===== src/sv/trcq_pkg.sv =====
// Shared types, codes and constants of the touch report coalescing queue.
// No dependencies; every other file takes names from here by scope.
package trcq_pkg;

   localparam int QUEUE_DEPTH_DEF = 64;
   localparam int RAW_W           = 15;
   localparam int RES_W           = 12;
   localparam int PROD_W          = RAW_W + RES_W;
   localparam int RAW_MAX         = 32767;
   localparam int CSR_IDX_W       = 2;
   localparam int CSR_DATA_W      = RES_W;

   localparam logic [RES_W-1:0] WIDTH_RESET  = 12'd1986;
   localparam logic [RES_W-1:0] HEIGHT_RESET = 12'd2648;

   localparam logic [CSR_IDX_W-1:0] REG_WIDTH    = 2'd0;
   localparam logic [CSR_IDX_W-1:0] REG_HEIGHT   = 2'd1;
   localparam logic [CSR_IDX_W-1:0] REG_MIRROR_X = 2'd2;
   localparam logic [CSR_IDX_W-1:0] REG_MIRROR_Y = 2'd3;

   localparam logic [1:0] EV_DOWN    = 2'd0;
   localparam logic [1:0] EV_UP      = 2'd1;
   localparam logic [1:0] EV_CONTACT = 2'd2;

   typedef enum logic [1:0] {
      CMD_SNAPSHOT = 2'd0,
      CMD_TICK     = 2'd1,
      CMD_CONSUME  = 2'd2,
      CMD_CLEAR    = 2'd3
   } cmd_kind_type;

   typedef enum logic [2:0] {
      B_IDLE,
      B_ISSUE,
      B_WAIT,
      B_DECIDE,
      B_READ,
      B_OUT
   } back_state_type;

   typedef struct packed {
      logic [1:0]       command;
      logic             touch0_down;
      logic [RAW_W-1:0] touch0_x;
      logic [RAW_W-1:0] touch0_y;
      logic             touch1_down;
      logic [RAW_W-1:0] touch1_x;
      logic [RAW_W-1:0] touch1_y;
   } req_type;

   typedef struct packed {
      logic             irq_line;
      logic [1:0]       entry_count;
      logic [1:0]       finger_count;
      logic [1:0]       first_event;
      logic             first_slot;
      logic [RES_W-1:0] first_x;
      logic [RES_W-1:0] first_y;
      logic [1:0]       second_event;
      logic             second_slot;
      logic [RES_W-1:0] second_x;
      logic [RES_W-1:0] second_y;
      logic             overrun;
   } rsp_type;

   typedef struct packed {
      logic             down;
      logic [RAW_W-1:0] x;
      logic [RAW_W-1:0] y;
   } sample_type;

   typedef struct packed {
      cmd_kind_type    kind;
      sample_type [1:0] s;
   } cmd_type;

   typedef struct packed {
      logic [1:0][1:0]       ev;
      logic [1:0]            slot;
      logic [1:0][RES_W-1:0] x;
      logic [1:0][RES_W-1:0] y;
      logic [1:0]            n_entries;
      logic [1:0]            fingers;
      logic [1:0]            mask;
   } report_type;

   typedef struct packed {
      logic             start;
      logic [RAW_W-1:0] raw;
      logic [RES_W-1:0] res;
      logic             mirror;
   } scale_req_type;

   typedef struct packed {
      logic             done;
      logic [RES_W-1:0] value;
   } scale_rsp_type;

endpackage


===== src/sv/touch_report_coalescing_queue_core.sv =====
// Top level of the touch report coalescing queue.
// Depends on trcq_pkg, trcq_fifo, trcq_front, trcq_back, trcq_scaler.
//
// Usage:
//   Input channel (req_): a queue. An item (snapshot, scan tick, consume or
//   clear) is taken on a clock edge with req_push high and req_full low.
//   Result channel (rsp_): a queue. Every item yields exactly one result, the
//   report state after that command; it is shown while rsp_empty is low and
//   taken on an edge with rsp_pop high.
//   Configuration (csr_): write-only; csr_index 0 width, 1 height,
//   2 mirror x, 3 mirror y, written on an edge with csr_write high.
// Sequencing:
//   Tick, consume and clear go through the pop, one store read and one result
//   push in the back end. A snapshot adds four axis scalings on one shared
//   two-stage multiplier and one decide/write step between pop and read.
//   Items run one at a time through the back end; a two-entry input queue
//   and a two-entry result queue decouple the neighbors.
// Reset (synchronous, active high): both queues empty, queue pointers,
//   last sample and active flag zero, configuration to 1986/2648/1/1.
//   The report store is not cleared; only written entries are ever read.
// Receiver stall: results pile up in the result queue; when it is full the
//   back end holds, the input queue fills, and req_full rises.
module touch_report_coalescing_queue_core #(
   parameter int QUEUE_DEPTH = trcq_pkg::QUEUE_DEPTH_DEF
) (
   input  logic                            clock,
   input  logic                            reset,
   input  logic                            req_push,
   input  trcq_pkg::req_type               req_data,
   output logic                            req_full,
   output logic                            rsp_empty,
   input  logic                            rsp_pop,
   output trcq_pkg::rsp_type               rsp_data,
   input  logic                            csr_write,
   input  logic [trcq_pkg::CSR_IDX_W-1:0]  csr_index,
   input  logic [trcq_pkg::CSR_DATA_W-1:0] csr_data
);

   trcq_pkg::cmd_type cmd;
   trcq_pkg::rsp_type out_data;
   logic              cmd_valid, cmd_pop, out_full, out_push;

   // Front: buffer and classify incoming items.
   trcq_front u_front (
      .clock     (clock),
      .reset     (reset),
      .req_push  (req_push),
      .req_data  (req_data),
      .req_full  (req_full),
      .cmd_pop   (cmd_pop),
      .cmd_valid (cmd_valid),
      .cmd       (cmd)
   );

   // Back: scale, coalesce or append, pop, and image the active report.
   trcq_back #(.QUEUE_DEPTH(QUEUE_DEPTH)) u_back (
      .clock     (clock),
      .reset     (reset),
      .csr_write (csr_write),
      .csr_index (csr_index),
      .csr_data  (csr_data),
      .cmd_valid (cmd_valid),
      .cmd       (cmd),
      .cmd_pop   (cmd_pop),
      .out_full  (out_full),
      .out_push  (out_push),
      .out_data  (out_data)
   );

   // Result queue.
   trcq_fifo #(.WIDTH($bits(trcq_pkg::rsp_type))) u_rsp_q (
      .clock     (clock),
      .reset     (reset),
      .push      (out_push),
      .push_data (out_data),
      .full      (out_full),
      .pop       (rsp_pop),
      .pop_data  (rsp_data),
      .empty     (rsp_empty)
   );

endmodule


===== src/sv/trcq_fifo.sv =====
// Two-entry FIFO of plain bit vectors, used on both channels of the block.
// Depends on nothing.
module trcq_fifo #(
   parameter int WIDTH = 8
) (
   input  logic             clock,
   input  logic             reset,
   input  logic             push,
   input  logic [WIDTH-1:0] push_data,
   output logic             full,
   input  logic             pop,
   output logic [WIDTH-1:0] pop_data,
   output logic             empty
);

   logic [1:0][WIDTH-1:0] mem_ff;
   logic                  wr_ptr_ff, rd_ptr_ff;
   logic [1:0]            cnt_ff;
   logic                  do_push, do_pop;

   assign full     = (cnt_ff == 2'd2);
   assign empty    = (cnt_ff == 2'd0);
   assign do_push  = push && !full;
   assign do_pop   = pop && !empty;
   assign pop_data = mem_ff[rd_ptr_ff];

   always_ff @(posedge clock) begin
      if (reset) begin
         wr_ptr_ff <= 1'b0;
         rd_ptr_ff <= 1'b0;
         cnt_ff    <= 2'd0;
      end else begin
         if (do_push) wr_ptr_ff <= !wr_ptr_ff;
         if (do_pop)  rd_ptr_ff <= !rd_ptr_ff;
         cnt_ff <= cnt_ff + {1'b0, do_push} - {1'b0, do_pop};
      end
   end

   always_ff @(posedge clock) begin
      if (do_push) mem_ff[wr_ptr_ff] <= push_data;
   end

endmodule


===== src/sv/trcq_front.sv =====
// Front end: input queue and command classification.
// Depends on trcq_pkg and trcq_fifo.
module trcq_front (
   input  logic              clock,
   input  logic              reset,
   input  logic              req_push,
   input  trcq_pkg::req_type req_data,
   output logic              req_full,
   input  logic              cmd_pop,
   output logic              cmd_valid,
   output trcq_pkg::cmd_type cmd
);

   trcq_pkg::req_type head;
   logic              empty;

   trcq_fifo #(.WIDTH($bits(trcq_pkg::req_type))) u_q (
      .clock     (clock),
      .reset     (reset),
      .push      (req_push),
      .push_data (req_data),
      .full      (req_full),
      .pop       (cmd_pop),
      .pop_data  (head),
      .empty     (empty)
   );

   assign cmd_valid = !empty;

   always_comb begin
      unique case (head.command)
         trcq_pkg::CMD_SNAPSHOT: cmd.kind = trcq_pkg::CMD_SNAPSHOT;
         trcq_pkg::CMD_TICK:     cmd.kind = trcq_pkg::CMD_TICK;
         trcq_pkg::CMD_CONSUME:  cmd.kind = trcq_pkg::CMD_CONSUME;
         default:                cmd.kind = trcq_pkg::CMD_CLEAR;
      endcase
      cmd.s[0] = '{down: head.touch0_down, x: head.touch0_x, y: head.touch0_y};
      cmd.s[1] = '{down: head.touch1_down, x: head.touch1_x, y: head.touch1_y};
   end

endmodule


===== src/sv/trcq_scaler.sv =====
// Two-stage axis scaler: raw * (res - 1) / 32767, optional mirror res - s.
// Depends on trcq_pkg.
module trcq_scaler (
   input  logic                    clock,
   input  logic                    reset,
   input  trcq_pkg::scale_req_type sreq,
   output trcq_pkg::scale_rsp_type srsp
);

   localparam int PW = trcq_pkg::PROD_W;
   localparam int RW = trcq_pkg::RES_W;
   localparam int LW = trcq_pkg::RAW_W;

   logic          v1_ff, v2_ff;
   logic [PW-1:0] prod_ff;
   logic [RW-1:0] res1_ff, val_ff;
   logic          mir1_ff;
   logic [RW-1:0] res_m1, q0, q, s;
   logic [LW:0]   rem;

   assign res_m1 = (sreq.res == '0) ? '0 : sreq.res - 1'b1;

   // 32767 = 2^15 - 1: quotient estimate is p >> 15, remainder low + q0,
   // which stays below twice the divisor, so one correction step.
   assign q0  = prod_ff[PW-1:LW];
   assign rem = {1'b0, prod_ff[LW-1:0]} + (LW+1)'(q0);
   assign q   = q0 + RW'(rem >= (LW+1)'(trcq_pkg::RAW_MAX));
   assign s   = mir1_ff ? res1_ff - q : q;

   always_ff @(posedge clock) begin
      if (reset) begin
         v1_ff <= 1'b0;
         v2_ff <= 1'b0;
      end else begin
         v1_ff <= sreq.start;
         v2_ff <= v1_ff;
      end
   end

   always_ff @(posedge clock) begin
      prod_ff <= PW'(sreq.raw) * PW'(res_m1);
      res1_ff <= sreq.res;
      mir1_ff <= sreq.mirror;
      val_ff  <= s;
   end

   assign srsp.done  = v2_ff;
   assign srsp.value = val_ff;

endmodule


===== src/sv/trcq_back.sv =====
// Back end: sequencer, report store, queue pointers and configuration.
// Depends on trcq_pkg and trcq_scaler.
module trcq_back #(
   parameter int QUEUE_DEPTH = trcq_pkg::QUEUE_DEPTH_DEF
) (
   input  logic                                clock,
   input  logic                                reset,
   input  logic                                csr_write,
   input  logic [trcq_pkg::CSR_IDX_W-1:0]      csr_index,
   input  logic [trcq_pkg::CSR_DATA_W-1:0]     csr_data,
   input  logic                                cmd_valid,
   input  trcq_pkg::cmd_type                   cmd,
   output logic                                cmd_pop,
   input  logic                                out_full,
   output logic                                out_push,
   output trcq_pkg::rsp_type                   out_data
);

   localparam int IDX_W = (QUEUE_DEPTH > 1) ? $clog2(QUEUE_DEPTH) : 1;
   localparam int CNT_W = $clog2(QUEUE_DEPTH + 1);
   localparam int SUM_W = CNT_W + 1;
   localparam int RW    = trcq_pkg::RES_W;

   trcq_pkg::report_type mem [QUEUE_DEPTH];
   trcq_pkg::report_type rd_head_ff, rd_last_ff, rep;

   trcq_pkg::back_state_type state_ff, state_in;
   trcq_pkg::cmd_type        cmd_ff;
   trcq_pkg::sample_type [1:0] last_ff;
   logic [1:0]               axis_ff;
   logic [1:0][RW-1:0]       sx_ff, sy_ff;
   logic [IDX_W-1:0]         head_ff;
   logic [CNT_W-1:0]         count_ff;
   logic                     busy_ff, overrun_ff;
   logic [RW-1:0]            width_ff, height_ff;
   logic                     mirror_x_ff, mirror_y_ff;

   trcq_pkg::scale_req_type  sreq;
   trcq_pkg::scale_rsp_type  srsp;

   logic [SUM_W-1:0] sum, tail;
   logic [IDX_W-1:0] tail_idx, last_idx, head_next;
   logic             has0, has1, changed, transition, motion, coalesce, do_write;
   logic [IDX_W-1:0] wr_idx;
   logic [1:0]       ev0, ev1;

   trcq_scaler u_scale (.clock(clock), .reset(reset), .sreq(sreq), .srsp(srsp));

   // Queue pointers.
   assign sum       = SUM_W'(head_ff) + SUM_W'(count_ff);
   assign tail      = (sum >= SUM_W'(QUEUE_DEPTH)) ? sum - SUM_W'(QUEUE_DEPTH) : sum;
   assign tail_idx  = tail[IDX_W-1:0];
   assign last_idx  = (tail_idx == '0) ? IDX_W'(QUEUE_DEPTH - 1) : tail_idx - 1'b1;
   assign head_next = (head_ff == IDX_W'(QUEUE_DEPTH - 1)) ? '0 : head_ff + 1'b1;

   // Scaler feed: axis 0 x0, 1 y0, 2 x1, 3 y1.
   always_comb begin
      sreq.start  = (state_ff == trcq_pkg::B_ISSUE);
      sreq.raw    = axis_ff[0] ? cmd_ff.s[axis_ff[1]].y : cmd_ff.s[axis_ff[1]].x;
      sreq.res    = axis_ff[0] ? height_ff : width_ff;
      sreq.mirror = axis_ff[0] ? mirror_y_ff : mirror_x_ff;
   end

   // Report build and coalescing decision.
   always_comb begin
      has0 = cmd_ff.s[0].down || last_ff[0].down;
      has1 = cmd_ff.s[1].down || last_ff[1].down;
      ev0  = !cmd_ff.s[0].down ? trcq_pkg::EV_UP :
             (last_ff[0].down ? trcq_pkg::EV_CONTACT : trcq_pkg::EV_DOWN);
      ev1  = !cmd_ff.s[1].down ? trcq_pkg::EV_UP :
             (last_ff[1].down ? trcq_pkg::EV_CONTACT : trcq_pkg::EV_DOWN);
      changed = 1'b0;
      transition = 1'b0;
      for (int i = 0; i < 2; i++) begin
         if (cmd_ff.s[i].down != last_ff[i].down) begin
            changed = 1'b1;
            transition = 1'b1;
         end
         if (cmd_ff.s[i].down && (cmd_ff.s[i].x != last_ff[i].x ||
                                  cmd_ff.s[i].y != last_ff[i].y)) changed = 1'b1;
      end
      rep           = '0;
      rep.mask      = {cmd_ff.s[1].down, cmd_ff.s[0].down};
      rep.fingers   = {1'b0, cmd_ff.s[0].down} + {1'b0, cmd_ff.s[1].down};
      rep.n_entries = {1'b0, has0} + {1'b0, has1};
      if (has0) begin
         rep.ev[0] = ev0;
         rep.x[0]  = sx_ff[0];
         rep.y[0]  = sy_ff[0];
         if (has1) begin
            rep.ev[1]   = ev1;
            rep.slot[1] = 1'b1;
            rep.x[1]    = sx_ff[1];
            rep.y[1]    = sy_ff[1];
         end
      end else if (has1) begin
         rep.ev[0]   = ev1;
         rep.slot[0] = 1'b1;
         rep.x[0]    = sx_ff[1];
         rep.y[0]    = sy_ff[1];
      end
      motion = !(rd_last_ff.n_entries != 2'd0 && rd_last_ff.ev[0] != trcq_pkg::EV_CONTACT)
            && !(rd_last_ff.n_entries >= 2'd2 && rd_last_ff.ev[1] != trcq_pkg::EV_CONTACT);
      coalesce = !transition && (count_ff > CNT_W'(busy_ff)) && motion
              && (rd_last_ff.mask == rep.mask);
      do_write = (state_ff == trcq_pkg::B_DECIDE) && changed &&
                 (coalesce || count_ff < CNT_W'(QUEUE_DEPTH));
      wr_idx   = coalesce ? last_idx : tail_idx;
   end

   always_ff @(posedge clock) begin
      if (do_write) mem[wr_idx] <= rep;
      rd_head_ff <= mem[head_ff];
      rd_last_ff <= mem[last_idx];
   end

   // Sequencer.
   always_ff @(posedge clock) begin
      if (reset) state_ff <= trcq_pkg::B_IDLE;
      else       state_ff <= state_in;
   end

   always_comb begin
      state_in = state_ff;
      cmd_pop  = 1'b0;
      out_push = 1'b0;
      unique case (state_ff)
         trcq_pkg::B_IDLE: begin
            if (cmd_valid) begin
               cmd_pop  = 1'b1;
               state_in = (cmd.kind == trcq_pkg::CMD_SNAPSHOT) ? trcq_pkg::B_ISSUE
                                                               : trcq_pkg::B_READ;
            end
         end
         trcq_pkg::B_ISSUE:  state_in = trcq_pkg::B_WAIT;
         trcq_pkg::B_WAIT: begin
            if (srsp.done) state_in = (axis_ff == 2'd3) ? trcq_pkg::B_DECIDE
                                                        : trcq_pkg::B_ISSUE;
         end
         trcq_pkg::B_DECIDE: state_in = trcq_pkg::B_READ;
         trcq_pkg::B_READ:   state_in = trcq_pkg::B_OUT;
         trcq_pkg::B_OUT: begin
            if (!out_full) begin
               out_push = 1'b1;
               state_in = trcq_pkg::B_IDLE;
            end
         end
         default: state_in = trcq_pkg::B_IDLE;
      endcase
   end

   always_ff @(posedge clock) begin
      if (reset) begin
         head_ff     <= '0;
         count_ff    <= '0;
         busy_ff     <= 1'b0;
         overrun_ff  <= 1'b0;
         last_ff     <= '0;
         axis_ff     <= 2'd0;
         width_ff    <= trcq_pkg::WIDTH_RESET;
         height_ff   <= trcq_pkg::HEIGHT_RESET;
         mirror_x_ff <= 1'b1;
         mirror_y_ff <= 1'b1;
      end else begin
         if (csr_write) begin
            case (csr_index)
               trcq_pkg::REG_WIDTH:    width_ff    <= csr_data;
               trcq_pkg::REG_HEIGHT:   height_ff   <= csr_data;
               trcq_pkg::REG_MIRROR_X: mirror_x_ff <= csr_data[0];
               default:                mirror_y_ff <= csr_data[0];
            endcase
         end
         if (state_ff == trcq_pkg::B_IDLE && cmd_valid) begin
            overrun_ff <= 1'b0;
            axis_ff    <= 2'd0;
            unique case (cmd.kind)
               trcq_pkg::CMD_TICK: begin
                  if (!busy_ff && count_ff != '0) busy_ff <= 1'b1;
               end
               trcq_pkg::CMD_CONSUME: begin
                  if (busy_ff) begin
                     busy_ff <= 1'b0;
                     head_ff <= head_next;
                     if (count_ff != '0) count_ff <= count_ff - 1'b1;
                  end
               end
               trcq_pkg::CMD_CLEAR: begin
                  last_ff  <= '0;
                  head_ff  <= '0;
                  count_ff <= '0;
                  busy_ff  <= 1'b0;
               end
               default: ;
            endcase
         end
         if (state_ff == trcq_pkg::B_WAIT && srsp.done) axis_ff <= axis_ff + 1'b1;
         if (state_ff == trcq_pkg::B_DECIDE && changed) begin
            if (coalesce) begin
               last_ff <= cmd_ff.s;
            end else if (count_ff >= CNT_W'(QUEUE_DEPTH)) begin
               overrun_ff <= 1'b1;
            end else begin
               count_ff <= count_ff + 1'b1;
               last_ff  <= cmd_ff.s;
            end
         end
      end
   end

   always_ff @(posedge clock) begin
      if (state_ff == trcq_pkg::B_IDLE && cmd_valid) cmd_ff <= cmd;
      if (state_ff == trcq_pkg::B_WAIT && srsp.done) begin
         if (axis_ff[0]) sy_ff[axis_ff[1]] <= srsp.value;
         else            sx_ff[axis_ff[1]] <= srsp.value;
      end
   end

   // Result image of the state after the command.
   always_comb begin
      out_data          = '0;
      out_data.irq_line = !busy_ff;
      out_data.overrun  = overrun_ff;
      if (busy_ff) begin
         out_data.entry_count  = rd_head_ff.n_entries;
         out_data.finger_count = rd_head_ff.fingers;
         out_data.first_event  = rd_head_ff.ev[0];
         out_data.first_slot   = rd_head_ff.slot[0];
         out_data.first_x      = rd_head_ff.x[0];
         out_data.first_y      = rd_head_ff.y[0];
         out_data.second_event = rd_head_ff.ev[1];
         out_data.second_slot  = rd_head_ff.slot[1];
         out_data.second_x     = rd_head_ff.x[1];
         out_data.second_y     = rd_head_ff.y[1];
      end
   end

endmodule


===== config.mk =====
export PLATFORM = sky130hd
export DESIGN_NAME = touch_report_coalescing_queue_core
export DESIGN_NICKNAME = d
export VERILOG_FILES = /design/src/sv/trcq_pkg.sv /design/src/sv/touch_report_coalescing_queue_core.sv /design/src/sv/trcq_fifo.sv /design/src/sv/trcq_front.sv /design/src/sv/trcq_scaler.sv /design/src/sv/trcq_back.sv
export SDC_FILE = /design/constraint.sdc
export NUM_CORES = 2
export LEC_CHECK = 0
export ABC_AREA = 1
export BUFFER_PORTS_ARGS = -buffer_cell sky130_fd_sc_hd__buf_2
export CORE_MARGIN = 3
export CORE_UTILIZATION = 50
export DETAILED_ROUTE_END_ITERATION = 7
export PLACE_DENSITY_LB_ADDON = 0.08
export SLEW_MARGIN = 20
export SYNTH_ARGS = -nofsm -noshare
export SYNTH_HDL_FRONTEND = slang
export SYNTH_SLANG_ARGS = --single-unit

===== constraint.sdc =====
create_clock -name clock -period 22.5 [get_ports clock]
set_input_delay 3.375 -clock clock [delete_from_list [all_inputs] [get_ports clock]]
set_output_delay 3.375 -clock clock [all_outputs]
set_load 0.01 [all_outputs]

==> impl_summary.log <==
INFO  metric status = complete, but fails checks
INFO  metric violations = DRC
INFO  metric worst_clock_skew = approximately 0.079 ns
INFO  metric post-route-drc-count = 3
INFO  metric ys_ff_latch = around 4,400
INFO  metric setup_viol_count_final = 0
INFO  metric syn_inst = 14,890
INFO  metric p_int = 16.67 mW
INFO  metric sw_frac_of_total = approximately 36%
INFO  metric crit_path_end_kind = flip-flop
INFO  metric detailedRoute.firstPassIterationCount = 8
INFO  metric syn-mean-instance-area = ~12 sq um
INFO  metric grt_pass1_wl = roughly 860 mm
INFO  metric synth-async-reset-ratio = 0%
INFO  metric synthFlopType = sky130_fd_sc_hd__edfxtp_1
INFO  metric synth_enable_flop_cells = slightly above 4,000
INFO  metric max-slew-margin-rel = between 10% and 20%
INFO  metric worst-path-max-fanout = 43
INFO  metric core_region_area = around 360,000 sq um
INFO  metric final_core_utilization = between 50 and 60%
INFO  metric root_buffer = sky130_fd_sc_hd__clkbuf_16
INFO  metric dp_hpwl = approximately 340 mm
INFO  metric number_of_global_route_vias_before_repair = 118,400
INFO  metric route.detailed.vias_per_inst = around 6.2
INFO  metric fmax = between 0.1 and 0.15 GHz
INFO  metric slowest_stage = sky130_fd_sc_hd__dfxtp_1
INFO  metric number_of_failing_hold_endpoints_at_the_final_stage = 0
INFO  metric power_switching = approximately 9 mW
INFO  metric summed_negative_setup_slack_over_all_endpoints = 0 ns
INFO  metric die-height = 607.5 microns
INFO  metric ys_types = 67
INFO  metric post-synth-top-area-fraction = about two thirds
INFO  metric clock_tree.buffer_depth = 4
INFO  metric fin_cells = between 20,000 and 25,000
INFO  metric postRouteAntennaNets = 0
INFO  metric detail_route.iter0.violations = around 17,000
INFO  metric clock-sinks = 4,367
INFO  metric final_period_minus_worst_setup_slack = around 7.9 ns
INFO  metric timing.final.crit_share = between 30% and 40%
INFO  metric setup_ws = about 15 ns
INFO  metric pre_cts_slack = between 10 and 15 ns
INFO  metric cap_viol_max_count = 0
INFO  metric power.clock.fraction = 29.0%
INFO  metric via_count = ~120k
INFO  metric synth.area.top_cells = sky130_fd_sc_hd__edfxtp_1, sky130_fd_sc_hd__o21ai_0, sky130_fd_sc_hd__nor2_1
INFO  metric post_cts.repair.setup_buffers = 0
INFO  metric required = 23.33 ns
INFO  metric tritoncts.num_buffers = about 450
INFO  metric overall_die_width = about 600 microns
INFO  metric cts_repair_resize_count = 0
INFO  metric postRouteWirelength = around 600 mm
INFO  metric p_seq_share = roughly two fifths
INFO  metric critical-path-top-delay-family = adder cells
INFO  metric crit_arrival = slightly below 9 ns
INFO  metric crit_buf_inv = 7
INFO  metric timing.critical_path.slowest_cell_delay = a little over 0.8 ns
INFO  metric worstSetupStartpointType = flip-flop
INFO  metric worst_setup_hold_path_clk_slew = about 0.06 ns
INFO  metric ioPinCount = 145
INFO  metric syn_area = ~180,000 sq um
INFO  metric synth.yosys.seq_area_share = between 70 and 80%
INFO  metric worstHoldPathType = reg -> reg
INFO  metric holdBufCountCts = 0
INFO  metric post_synth_most_frequent_cells = sky130_fd_sc_hd__edfxtp_1, sky130_fd_sc_hd__o21ai_0, sky130_fd_sc_hd__nor2_1
INFO  metric h_tree_level_count = 5
INFO  metric syn2layout_area_growth = 11.95%
INFO  metric nNetsFinal = approximately 15,000
INFO  metric cellPowerDensity = 128.0 nW/um^2
INFO  metric timing_worst_slew_pin_value = around 1.2 ns
INFO  metric grt.total_usage = 31.64%
INFO  metric pin_count_of_the_biggest_net_entering_global_routing = 218
INFO  metric clk-insertion-delay-late = 1.00 ns
INFO  metric grt_setup_unrepaired = false
INFO  metric port_buffers = between 100 and 150
INFO  metric timing_max_transition_violations_final = 0
INFO  metric gr-total-overflow = 0
INFO  metric fin_worst_hold_slack = between 0.4 and 0.5 ns
INFO  metric cts_tree = built
INFO  metric most_frequent_cell_after_synthesis = sky130_fd_sc_hd__edfxtp_1
INFO  metric yosys.area.top_type = sky130_fd_sc_hd__edfxtp_1
INFO  metric timing.setup.critical_path_class = reg -> reg
INFO  metric layout.area.seq = 128,800 sq um
INFO  metric n_fill_cell = around 29,000
INFO  metric peakVddDrop = about 0.29 mV
INFO  metric initial_standard_cell_utilization_of_the_core = approximately half
INFO  metric number_of_antenna_violations_at_the_first_check_in_global_routing = 25
INFO  metric placed_cells = roughly 19,000
INFO  metric drive_above_1_share = around a tenth
INFO  metric place.gp.congestion = between 0.8 and 0.9
INFO  metric routed_wire_length_per_instance = 29.92 microns
INFO  metric comb_power_share = 32.5%
INFO  metric leakagePower = just over 70 nW
INFO  metric yosysWarnings = 0
INFO  metric die-area = between 300,000 and 400,000 sq um
INFO  metric multi_input_area = roughly 47,000 sq um
INFO  metric num_rows = 220
INFO  metric synth_nets = between 15,000 and 20,000
[registers in the layout, summed over array words and instances, names as in the netlist, 24 cells and up]
| name | flops |
|---|---|
| u_back.cmd_ff | 62 |
| u_front.u_q.mem_ff | 128 |
| u_back.mem | 3776 |
| u_back.sx_ff | 24 |
| u_back.rd_head_ff | 57 |
| u_rsp_q.mem_ff | 118 |
| u_back.sy_ff | 24 |
| u_back.u_scale.prod_ff | 27 |
| u_back.last_ff | 62 |
[worst paths after layout]
path,from,to,slack [ns],depth (start not counted)
worst max-delay path,u_back.axis_ff[0],u_back.u_scale.prod_ff[25],14.60,30
worst min-delay path,u_back.u_scale.v1_ff,u_back.u_scale.v2_ff,0.40,2
worst max register to register,u_back.axis_ff[0],u_back.u_scale.prod_ff[25],14.60,30
worst min register to register,u_back.u_scale.v1_ff,u_back.u_scale.v2_ff,0.40,2
[tightest hold or removal path: stages, from the launching register on]
cell                      delay (ns)
sky130_fd_sc_hd__dfxtp_1        0.29
sky130_fd_sc_hd__inv_1          0.04
sky130_fd_sc_hd__nor2_1         0.03
[metrics by stage]
step	total power [mW]	cell area, sq um
final	25.92	202500
after CTS	25.96	202500
after global placement	18.48	187500
after global routing	27.23	202500
after floorplan	15.62	180900
after detailed placement	18.48	187600
[cell usage in the layout, fill, tap and decap left out, drive strengths merged, types with 133 or more instances in the layout]
cell type  instances
nor2            2021
o211ai           169
nand2           1938
inv              688
a21oi            312
dfxtp            235
fa               133
o21ai           2041
o221ai           312
edfxtp          4132
clkinv           193
clkbuf           572
o22ai            520
buf              517
nand3            811
[power by group through the flow]
stage	Sequential, mW	Combinational (mW)	Clock [mW]
6_report	9.97	8.43	7.52
5_1_grt	9.98	9.31	7.93
4_1_cts	9.97	8.38	7.61
3_5_place_dp	10.1	8.34	0
3_3_place_gp	10.1	8.34	0
2_1_floorplan	10.1	5.51	0
[metal layers]
layer / wire [microns] / global-route usage (%) / share of wire (%)
met1: 237600 / 43.86 / 40
met2: 276700 / 49.87 / 46
met5: 84 / 0 / 0.014
met3: 59150 / 5.612 / 9.9
met4: 25940 / 12.43 / 4.3
[area by class of cell]
class,count,area share [%]
timing repair buffer,517,1.820
clock inverter,268,1.373
clock buffer,572,5.966
inverter,680,1.290
multi-input combinational,8843,22.99
tap,4773,2.948
sequential,4367,63.60
antenna,13,0.01606
[logic make-up (layout without fill, tap and decap cells)]
group,Yosys count,count (layout),synth area share (%)
simple gates,5020,5020,11.37
flops,4367,4367,71.18
compound gates,3483,3483,11.10
buf+inv,1680,2037,3.634
fa+ha+maj,248,248,2.267
xor+xnor,90,90,0.4357
mux,2,2,0.01107
other cells,0,13,0
Power figures use the tool's default switching activity.
